File: config.mk
export PLATFORM = sky130hd
export DESIGN_NAME = hdlc_bit_deframer
export DESIGN_NICKNAME = d
export VERILOG_FILES = /design/src/rtl/hbd_pkg.sv /design/src/rtl/hdlc_bit_deframer.sv /design/src/rtl/hbd_front.sv /design/src/rtl/hbd_back.sv
export SDC_FILE = /design/constraint.sdc
export NUM_CORES = 1
export LEC_CHECK = 0
export ABC_AREA = 1
export BUFFER_PORTS_ARGS = -buffer_cell sky130_fd_sc_hd__buf_2
export CAP_MARGIN = 20
export CORE_UTILIZATION = 40
export CTS_CLUSTER_DIAMETER = 40
export DETAILED_ROUTE_END_ITERATION = 8
export SYNTH_ARGS = -nofsm -noshare
export SYNTH_HDL_FRONTEND = slang
export SYNTH_SLANG_ARGS = --single-unit
File: constraint.sdc
create_clock -name clk -period 2.89 [get_ports clk]
set_input_delay 0.1445 -clock clk [delete_from_list [all_inputs] [get_ports clk]]
set_output_delay 0.1445 -clock clk [all_outputs]
set_load 0.02 [all_outputs]
File: src/rtl/hbd_pkg.sv
// Shared types, codes and the CRC-16/X.25 octet update for the HDLC bit deframer.
// No dependencies; used by hbd_front, hbd_back and hdlc_bit_deframer.

package hbd_pkg;

    localparam int LEN_W  = 13;
    localparam int KIND_W = 2;
    localparam int TOK_W  = 2;

    // result kinds
    localparam logic [KIND_W-1:0] KIND_DATA  = 2'd0;
    localparam logic [KIND_W-1:0] KIND_GOOD  = 2'd1;
    localparam logic [KIND_W-1:0] KIND_BAD   = 2'd2;
    localparam logic [KIND_W-1:0] KIND_ABORT = 2'd3;

    // token codes passed from the line classifier to the frame engine
    localparam logic [TOK_W-1:0] TOK_DATA  = 2'd0;
    localparam logic [TOK_W-1:0] TOK_FLAG  = 2'd1;
    localparam logic [TOK_W-1:0] TOK_ABORT = 2'd2;

    // line patterns
    localparam logic [6:0] ABORT_PAT = 7'h7F;
    localparam logic [7:0] FLAG_PAT  = 8'h7E;
    localparam logic [5:0] STUFF_PAT = 6'h3E;

    localparam logic [15:0]      FCS_PRESET  = 16'hFFFF;
    localparam logic [15:0]      FCS_RESIDUE = 16'hF0B8;
    localparam logic [15:0]      FCS_POLY    = 16'h8408;
    localparam logic [LEN_W-1:0] MAX_LEN_RST = 13'd512;

    typedef struct packed {
        logic [TOK_W-1:0] code;
        logic             bit_val;
    } tok_t;

    typedef struct packed {
        logic [KIND_W-1:0] kind;
        logic [7:0]        byte_value;
        logic [LEN_W-1:0]  frame_length;
    } res_t;

    // reflected CRC-16 update over one octet, LSB first
    function automatic logic [15:0] fcs_byte(input logic [15:0] fcs_in,
                                             input logic [7:0] octet);
        logic [15:0] f;
        logic        lsb;
        f = fcs_in;
        for (int k = 0; k < 8; k++)
        begin
            lsb = f[0] ^ octet[k];
            f   = {1'b0, f[15:1]};
            if (lsb)
            begin
                f = f ^ FCS_POLY;
            end
        end
        return f;
    endfunction

endpackage

File: src/rtl/hdlc_bit_deframer.sv
// Top level of the HDLC bit deframer: length limit register, line front end
// and frame engine. Depends on hbd_pkg, hbd_front, hbd_back.
//
//  channel   ports                              beat
//  line in   push, full, bit_in                 one line bit
//  results   empty, pop, kind, byte_value,      one octet or frame event
//            frame_length
//  config    cfg_we, cfg_data                   max_frame_len write
//
// One line bit is taken per clock while full is low. An accepted bit goes
// through the line classifier into the token queue, then through the frame engine
// with the octet CRC into the result queue, from which its result can be popped.
// Reset leaves the block hunting for a flag with a limit of 512 octets.
// Two-beat queues after each part let either side stall; the line side sees
// full only when the result side has stopped popping.

module hdlc_bit_deframer
(
    input  logic                      clk,
    input  logic                      rst_n,
    input  logic                      push,
    output logic                      full,
    input  logic                      bit_in,
    output logic                      empty,
    input  logic                      pop,
    output logic [1:0]                kind,
    output logic [7:0]                byte_value,
    output logic [hbd_pkg::LEN_W-1:0] frame_length,
    input  logic                      cfg_we,
    input  logic [hbd_pkg::LEN_W-1:0] cfg_data
);

    logic [hbd_pkg::LEN_W-1:0] max_len_reg;
    logic                      tok_valid;
    hbd_pkg::tok_t             tok;
    logic                      tok_take;
    hbd_pkg::res_t             res;

    // length limit register
    always_ff @(posedge clk or negedge rst_n)
    begin
        if (!rst_n)
        begin
            max_len_reg <= hbd_pkg::MAX_LEN_RST;
        end
        else if (cfg_we)
        begin
            max_len_reg <= cfg_data;
        end
    end

    hbd_front u_front
    (
        .clk       (clk),
        .rst_n     (rst_n),
        .push      (push),
        .bit_in    (bit_in),
        .full      (full),
        .tok_valid (tok_valid),
        .tok       (tok),
        .tok_take  (tok_take)
    );

    hbd_back u_back
    (
        .clk       (clk),
        .rst_n     (rst_n),
        .max_len   (max_len_reg),
        .tok_valid (tok_valid),
        .tok       (tok),
        .tok_take  (tok_take),
        .res       (res),
        .empty     (empty),
        .pop       (pop)
    );

    assign kind         = res.kind;
    assign byte_value   = res.byte_value;
    assign frame_length = res.frame_length;

endmodule

File: src/rtl/hbd_front.sv
// Line front end: keeps the last eight line bits, classifies each bit as
// abort, flag, stuffed zero or data, and queues tokens. Depends on hbd_pkg.

module hbd_front
(
    input  logic          clk,
    input  logic          rst_n,
    input  logic          push,
    input  logic          bit_in,
    output logic          full,
    output logic          tok_valid,
    output hbd_pkg::tok_t tok,
    input  logic          tok_take
);

    logic [7:0]    recent_reg;
    logic [7:0]    recent_next;
    hbd_pkg::tok_t q_mem [2];
    logic          wr_ptr_reg;
    logic          rd_ptr_reg;
    logic [1:0]    count_reg;
    logic          accept;
    logic          drop;
    hbd_pkg::tok_t new_tok;
    logic          do_wr;
    logic          do_rd;

    assign accept      = push && !full;
    assign recent_next = {recent_reg[6:0], bit_in};

    // classify the bit in priority order: abort, flag, stuffed zero, data
    always_comb
    begin
        drop            = 1'b0;
        new_tok.bit_val = bit_in;
        priority if (recent_next[6:0] == hbd_pkg::ABORT_PAT)
        begin
            new_tok.code = hbd_pkg::TOK_ABORT;
        end
        else if (recent_next == hbd_pkg::FLAG_PAT)
        begin
            new_tok.code = hbd_pkg::TOK_FLAG;
        end
        else if (recent_next[5:0] == hbd_pkg::STUFF_PAT)
        begin
            new_tok.code = hbd_pkg::TOK_DATA;
            drop         = 1'b1;
        end
        else
        begin
            new_tok.code = hbd_pkg::TOK_DATA;
        end
    end

    assign do_wr     = accept && !drop;
    assign do_rd     = tok_take && tok_valid;
    assign full      = (count_reg == 2'd2);
    assign tok_valid = (count_reg != 2'd0);
    assign tok       = q_mem[rd_ptr_reg];

    // line history and queue pointers
    always_ff @(posedge clk or negedge rst_n)
    begin
        if (!rst_n)
        begin
            recent_reg <= 8'd0;
            wr_ptr_reg <= 1'b0;
            rd_ptr_reg <= 1'b0;
            count_reg  <= 2'd0;
        end
        else
        begin
            if (accept)
            begin
                recent_reg <= recent_next;
            end
            if (do_wr)
            begin
                wr_ptr_reg <= !wr_ptr_reg;
            end
            if (do_rd)
            begin
                rd_ptr_reg <= !rd_ptr_reg;
            end
            count_reg <= count_reg + {1'b0, do_wr} - {1'b0, do_rd};
        end
    end

    // token storage
    always_ff @(posedge clk)
    begin
        if (do_wr)
        begin
            q_mem[wr_ptr_reg] <= new_tok;
        end
    end

endmodule

File: src/rtl/hbd_back.sv
// Frame engine: packs octets, runs the FCS, holds two octets back and reports
// data octets and frame ends into a two-beat result queue. Depends on hbd_pkg.

module hbd_back
(
    input  logic                       clk,
    input  logic                       rst_n,
    input  logic [hbd_pkg::LEN_W-1:0]  max_len,
    input  logic                       tok_valid,
    input  hbd_pkg::tok_t              tok,
    output logic                       tok_take,
    output hbd_pkg::res_t              res,
    output logic                       empty,
    input  logic                       pop
);

    logic                      in_frame_reg, in_frame_next;
    logic [2:0]                bit_cnt_reg, bit_cnt_next;
    logic [7:0]                shift_reg, shift_next;
    logic [7:0]                held0_reg, held0_next;
    logic [7:0]                held1_reg, held1_next;
    logic [1:0]                held_cnt_reg, held_cnt_next;
    logic [hbd_pkg::LEN_W-1:0] flc_reg, flc_next;
    logic [15:0]               fcs_reg, fcs_next;

    logic                      emit;
    hbd_pkg::res_t             emit_res;
    logic [7:0]                octet;
    logic [hbd_pkg::LEN_W-1:0] streamed;
    logic                      long_enough;

    hbd_pkg::res_t             r_mem [2];
    logic                      wr_ptr_reg;
    logic                      rd_ptr_reg;
    logic [1:0]                r_cnt_reg;
    logic                      do_rd;

    // take a token whenever the result queue has room
    assign tok_take    = tok_valid && (r_cnt_reg != 2'd2);
    assign octet       = {tok.bit_val, shift_reg[7:1]};
    assign streamed    = (flc_reg >= 13'd2) ? flc_reg - 13'd2 : '0;
    assign long_enough = in_frame_reg && (flc_reg >= 13'd3);

    // frame state update for one token
    always_comb
    begin
        in_frame_next = in_frame_reg;
        bit_cnt_next  = bit_cnt_reg;
        shift_next    = shift_reg;
        held0_next    = held0_reg;
        held1_next    = held1_reg;
        held_cnt_next = held_cnt_reg;
        flc_next      = flc_reg;
        fcs_next      = fcs_reg;
        emit          = 1'b0;
        emit_res      = '0;
        if (tok_take)
        begin
            unique case (tok.code)
                hbd_pkg::TOK_ABORT:
                begin
                    in_frame_next = 1'b0;
                    if (long_enough)
                    begin
                        emit                  = 1'b1;
                        emit_res.kind         = hbd_pkg::KIND_ABORT;
                        emit_res.frame_length = streamed;
                    end
                end
                hbd_pkg::TOK_FLAG:
                begin
                    if (long_enough)
                    begin
                        emit                  = 1'b1;
                        emit_res.frame_length = streamed;
                        if ((flc_reg >= 13'd4) && (bit_cnt_reg == 3'd7)
                            && (fcs_reg == hbd_pkg::FCS_RESIDUE))
                        begin
                            emit_res.kind = hbd_pkg::KIND_GOOD;
                        end
                        else
                        begin
                            emit_res.kind = hbd_pkg::KIND_BAD;
                        end
                    end
                    // every flag opens a new frame
                    in_frame_next = 1'b1;
                    bit_cnt_next  = 3'd0;
                    shift_next    = 8'd0;
                    held0_next    = 8'd0;
                    held1_next    = 8'd0;
                    held_cnt_next = 2'd0;
                    flc_next      = '0;
                    fcs_next      = hbd_pkg::FCS_PRESET;
                end
                hbd_pkg::TOK_DATA:
                begin
                    if (in_frame_reg)
                    begin
                        shift_next = octet;
                        if (bit_cnt_reg != 3'd7)
                        begin
                            bit_cnt_next = bit_cnt_reg + 3'd1;
                        end
                        else
                        begin
                            bit_cnt_next = 3'd0;
                            if (flc_reg >= max_len)
                            begin
                                // length limit hit: abandon the frame
                                in_frame_next         = 1'b0;
                                emit                  = 1'b1;
                                emit_res.kind         = hbd_pkg::KIND_ABORT;
                                emit_res.frame_length = streamed;
                            end
                            else
                            begin
                                flc_next = flc_reg + 13'd1;
                                fcs_next = hbd_pkg::fcs_byte(fcs_reg, octet);
                                if (held_cnt_reg == 2'd2)
                                begin
                                    emit                = 1'b1;
                                    emit_res.kind       = hbd_pkg::KIND_DATA;
                                    emit_res.byte_value = held0_reg;
                                    held0_next          = held1_reg;
                                    held1_next          = octet;
                                end
                                else if (held_cnt_reg == 2'd0)
                                begin
                                    held0_next    = octet;
                                    held_cnt_next = 2'd1;
                                end
                                else
                                begin
                                    held1_next    = octet;
                                    held_cnt_next = 2'd2;
                                end
                            end
                        end
                    end
                end
                default:
                begin
                    in_frame_next = in_frame_reg;
                end
            endcase
        end
    end

    // frame control state
    always_ff @(posedge clk or negedge rst_n)
    begin
        if (!rst_n)
        begin
            in_frame_reg <= 1'b0;
            bit_cnt_reg  <= 3'd0;
            held_cnt_reg <= 2'd0;
            flc_reg      <= '0;
            fcs_reg      <= hbd_pkg::FCS_PRESET;
            shift_reg    <= 8'd0;
            held0_reg    <= 8'd0;
            held1_reg    <= 8'd0;
        end
        else
        begin
            in_frame_reg <= in_frame_next;
            bit_cnt_reg  <= bit_cnt_next;
            held_cnt_reg <= held_cnt_next;
            flc_reg      <= flc_next;
            fcs_reg      <= fcs_next;
            shift_reg    <= shift_next;
            held0_reg    <= held0_next;
            held1_reg    <= held1_next;
        end
    end

    // result queue
    assign empty = (r_cnt_reg == 2'd0);
    assign do_rd = pop && !empty;
    assign res   = r_mem[rd_ptr_reg];

    always_ff @(posedge clk or negedge rst_n)
    begin
        if (!rst_n)
        begin
            wr_ptr_reg <= 1'b0;
            rd_ptr_reg <= 1'b0;
            r_cnt_reg  <= 2'd0;
        end
        else
        begin
            if (emit)
            begin
                wr_ptr_reg <= !wr_ptr_reg;
            end
            if (do_rd)
            begin
                rd_ptr_reg <= !rd_ptr_reg;
            end
            r_cnt_reg <= r_cnt_reg + {1'b0, emit} - {1'b0, do_rd};
        end
    end

    always_ff @(posedge clk)
    begin
        if (emit)
        begin
            r_mem[wr_ptr_reg] <= emit_res;
        end
    end

endmodule

==> results.sh <==
export IMPL_status="complete, no violations"
export IMPL_cp_common_cell="nand2_1"
export IMPL_critPathTopFamily="simple AND/OR/NAND/NOR gates"
export IMPL_synth_area_um2=7030
export IMPL_worstSetupStartpointType="flop"
export IMPL_synthSimpleGateAreaFrac=0.220
export IMPL_die_x_um=135
export IMPL_clockBufferDepth=2
export IMPL_syn_area_per_cell_um2=8.80
export IMPL_drive_above_1_share=0.140
export IMPL_path_clk_slew_ns=0.06
export IMPL_first_iter_violations=301
export IMPL_initial_core_util=0.408
export IMPL_sw_frac_of_total=0.372
export IMPL_globalRoute_totalOverflow=0
export IMPL_routed_wl_mm=14.5
export IMPL_vdd_drop_max_mv=0.467
export IMPL_r2r_end="u_back.r_cnt_reg[1]$_DFF_PN0_"
export IMPL_netlist_top_cell_by_area="dfrtp_1"
export IMPL_synth_warnings=0
export IMPL_p_switching_w=0.00273
export IMPL_cts_tree="built"
export IMPL_tns_ns=0
export IMPL_rsz0062_at_grt="false"
export IMPL_relSlewSlack=0.489
export IMPL_nets=913
export IMPL_cts_made_buffers=17
export IMPL_place_congestion=0.813
export IMPL_timing_fmax_mhz=379
export IMPL_final_common_cell="nand2_1"
export IMPL_ios=44
export IMPL_nFillCells=1635
export IMPL_dieArea_um2=18100
export IMPL_ys_async_sr_fraction=0.623
export IMPL_setup_viol=0
export IMPL_first_pass_iters=5
export IMPL_cts_setup_buffers=0
export IMPL_synthDominantCellAreaShare=0.246
export IMPL_synth_area_leaders="dfrtp_1 25%, edfxtp_1 22%, nand2_1 13%"
export IMPL_r2r_cells=15
export IMPL_p_comb_frac=0.338
export IMPL_cp_max_fo=9
export IMPL_synth_area_mux_share=0.00160
export IMPL_clk_latency_ns=0.41
export IMPL_critPathKind="flop to flop"
export IMPL_worst_slew_pin_slew_ns=0.758
export IMPL_maxSlewViolCount=0
export IMPL_power_internal_w=0.00460
export IMPL_synth_fp_nets=846
export IMPL_cts_root_buf="clkbuf_16"
export IMPL_hold_class="primary input to flop"
export IMPL_die_h_um=135
export IMPL_syn_inst=799
export IMPL_synth_top_family_by_area="simple AND/OR/NAND/NOR gates"
export IMPL_regArea_um2=3730
export IMPL_startpoint="u_front.rd_ptr_reg$_DFFE_PN0P_"
export IMPL_remaining_drc_errors=0
export IMPL_fin_skew_ns=0.00586
export IMPL_grt_pass1_wl_mm=24.7
export IMPL_antennaDiodeCount=0
export IMPL_finish_utilization=0.477
export IMPL_final_hold_violation_count=0
export IMPL_r2r_slack_ns=0.25
export IMPL_synth_seq_cells=138
export IMPL_crit_cells=15
export IMPL_std_cell_rows=48
export IMPL_crit_path_max_incr_delay_ns=0.37
export IMPL_grt_pass1_vias=4898
export IMPL_arrival_ns=2.94
export IMPL_synth_main_ff_cell="dfrtp_1"
export IMPL_drt_wirelength_per_cell_um=13.2
export IMPL_r2r_start="u_front.rd_ptr_reg$_DFFE_PN0P_"
export IMPL_track_usage=0.176
export IMPL_drv_cap=0
export IMPL_leakage_nw=3.94
export IMPL_clockPowerShare=0.291
export IMPL_synth_xor_area_share=0.0473
export IMPL_synthDistinctLibCells=40
export IMPL_slowest_stage="dfrtp_1"
export IMPL_area_growth_syn_to_layout_pct=17.0
export IMPL_synth_edf_count=52
export IMPL_yosys_area_share_adder=0.0498
export IMPL_power_frac_seq=0.371
export IMPL_final_cell_mix="237 x nand2_1, 92 x inv_1, 69 x dfrtp_1, 65 x nor2_1, 52 x edfxtp_1"
export IMPL_portBuffers=43
export IMPL_dp_hpwl_mm=10.2
export IMPL_power_density_nw_per_um2=892
export IMPL_ant_nets=0
export IMPL_worstHoldPathCells=3
export IMPL_synth_seq_area_share=0.531
export IMPL_crit_required_ns=3.19
export IMPL_end_kind="flop"
export IMPL_vias=5203
export IMPL_crit_chain="inv_1, or2_2, o21ai_0, ha_1, nand2_1, inv_1, nand2_1, inv_1, nand2_1, nand2_1, nand2_1, ha_1, inv_1, ha_1, xnor2_1"
export IMPL_fin_crit_ns=2.64
export IMPL_grt_max_degree=51
export IMPL_cp_endpoint="u_back.r_cnt_reg[1]$_DFF_PN0_"
export IMPL_path_buf_inv=4
export IMPL_finalCritPeriodShare=0.912
export IMPL_cts_sinks=138
export IMPL_multi_input_area_um2=2810
export IMPL_synth_compound_area_frac=0.0804
export IMPL_holdCritStartpoint="pop"
export IMPL_via_per_inst=4.71
export IMPL_antenna_found_initial=0
export IMPL_htree_levels=4
export IMPL_coreArea_um2=17200
export IMPL_largest_reg_flops=46
-- tightest hold or removal path, stage by stage --
cell	delay, ns
buf_2	0.10
o21ai_0	0.11
xor2_1	0.08
-- cell families (layout without fill, tap and decap cells) --
| kind of cell | Yosys count | count (layout) |
|---|---|---|
| DFF | 138 | 138 |
| adders and majority gates | 28 | 28 |
| buffers and inverters | 116 | 196 |
| xor gates and xnor gates | 38 | 38 |
| AOI/OAI and AO/OA | 106 | 106 |
| muxes | 1 | 1 |
| and+or+nand+nor | 372 | 372 |
-- stage by stage --
step           cell area (um2)  hold WS (ns)  std cells  worst slack [ns]  total power, W
2_1_floorplan             7030        -0.151        799             0.167         0.00461
3_3_place_gp              7480         0.212       1057             0.326         0.00519
3_5_place_dp              7480         0.216       1057             0.216         0.00524
4_1_cts                   8220        0.0541       1104             0.212         0.00741
5_1_grt                   8220        0.0624       1104            0.0357         0.00787
6_report                  8220        0.0601       1104             0.254         0.00733
-- repair_timing --
action	CTS	global route
endpoints found under the hold margin	51	0
resized for setup	0	1
endpoints found under the setup margin	0	5
hold buffers	15	0
-- cell type report --
type,count,area share
inverters,95,0.0440
multi-input cells,545,0.342
well taps,225,0.0342
repair buffers,69,0.0548
clock buffers,19,0.0526
flip-flops and latches,138,0.454
clock inverters,13,0.0186
-- synth_stat cells, types with 2 or more instances --
cell and count:
clkbuf_1 12, nand4_1 5, o21ai_0 48, o21ai_1 28
nor3_1 21, xnor2_1 11, nand3_1 26, ha_1 28
nor2_4 2, edfxtp_1 52, or2_2 3, xor2_1 27
nor2_1 66, inv_1 92, o21ai_2 3, nor2_2 5
dfrtp_1 69, nand2_1 237, o22ai_1 2, inv_2 2
dfstp_2 17, nor3b_1 2, buf_6 6, a21oi_1 18
a211oi_1 2
-- routing by layer --
layer	wire, um	GRT usage
met5	0	0
met4	255	0.0724
met3	374	0.0312
met2	6820	0.285
met1	7080	0.234
-- power groups by stage --
| stage | Clock, W | Sequential, W | Combinational [W] |
|---|---|---|---|
| 4_1_cts | 0.00218 | 0.00272 | 0.00251 |
| 2_1_floorplan | 0 | 0.00268 | 0.00193 |
| 5_1_grt | 0.00226 | 0.00276 | 0.00285 |
| 6_report | 0.00214 | 0.00272 | 0.00248 |
| 3_5_place_dp | 0 | 0.00275 | 0.00248 |
| 3_3_place_gp | 0 | 0.00274 | 0.00245 |
-- worst min-delay path by stage --
stage	slack, ns	endpoint
2_1_floorplan	-0.15	max_len_reg[0]$_DFFE_PN0P_
3_3_place_gp	0.21	u_back.r_cnt_reg[1]$_DFF_PN0_
3_5_place_dp	0.22	u_back.rd_ptr_reg$_DFFE_PN0P_
4_1_cts	0.05	u_back.rd_ptr_reg$_DFFE_PN0P_
5_1_grt	0.06	u_back.rd_ptr_reg$_DFFE_PN0P_
6_report	0.06	u_back.rd_ptr_reg$_DFFE_PN0P_
Note: power is estimated with default switching activity, not from simulation.
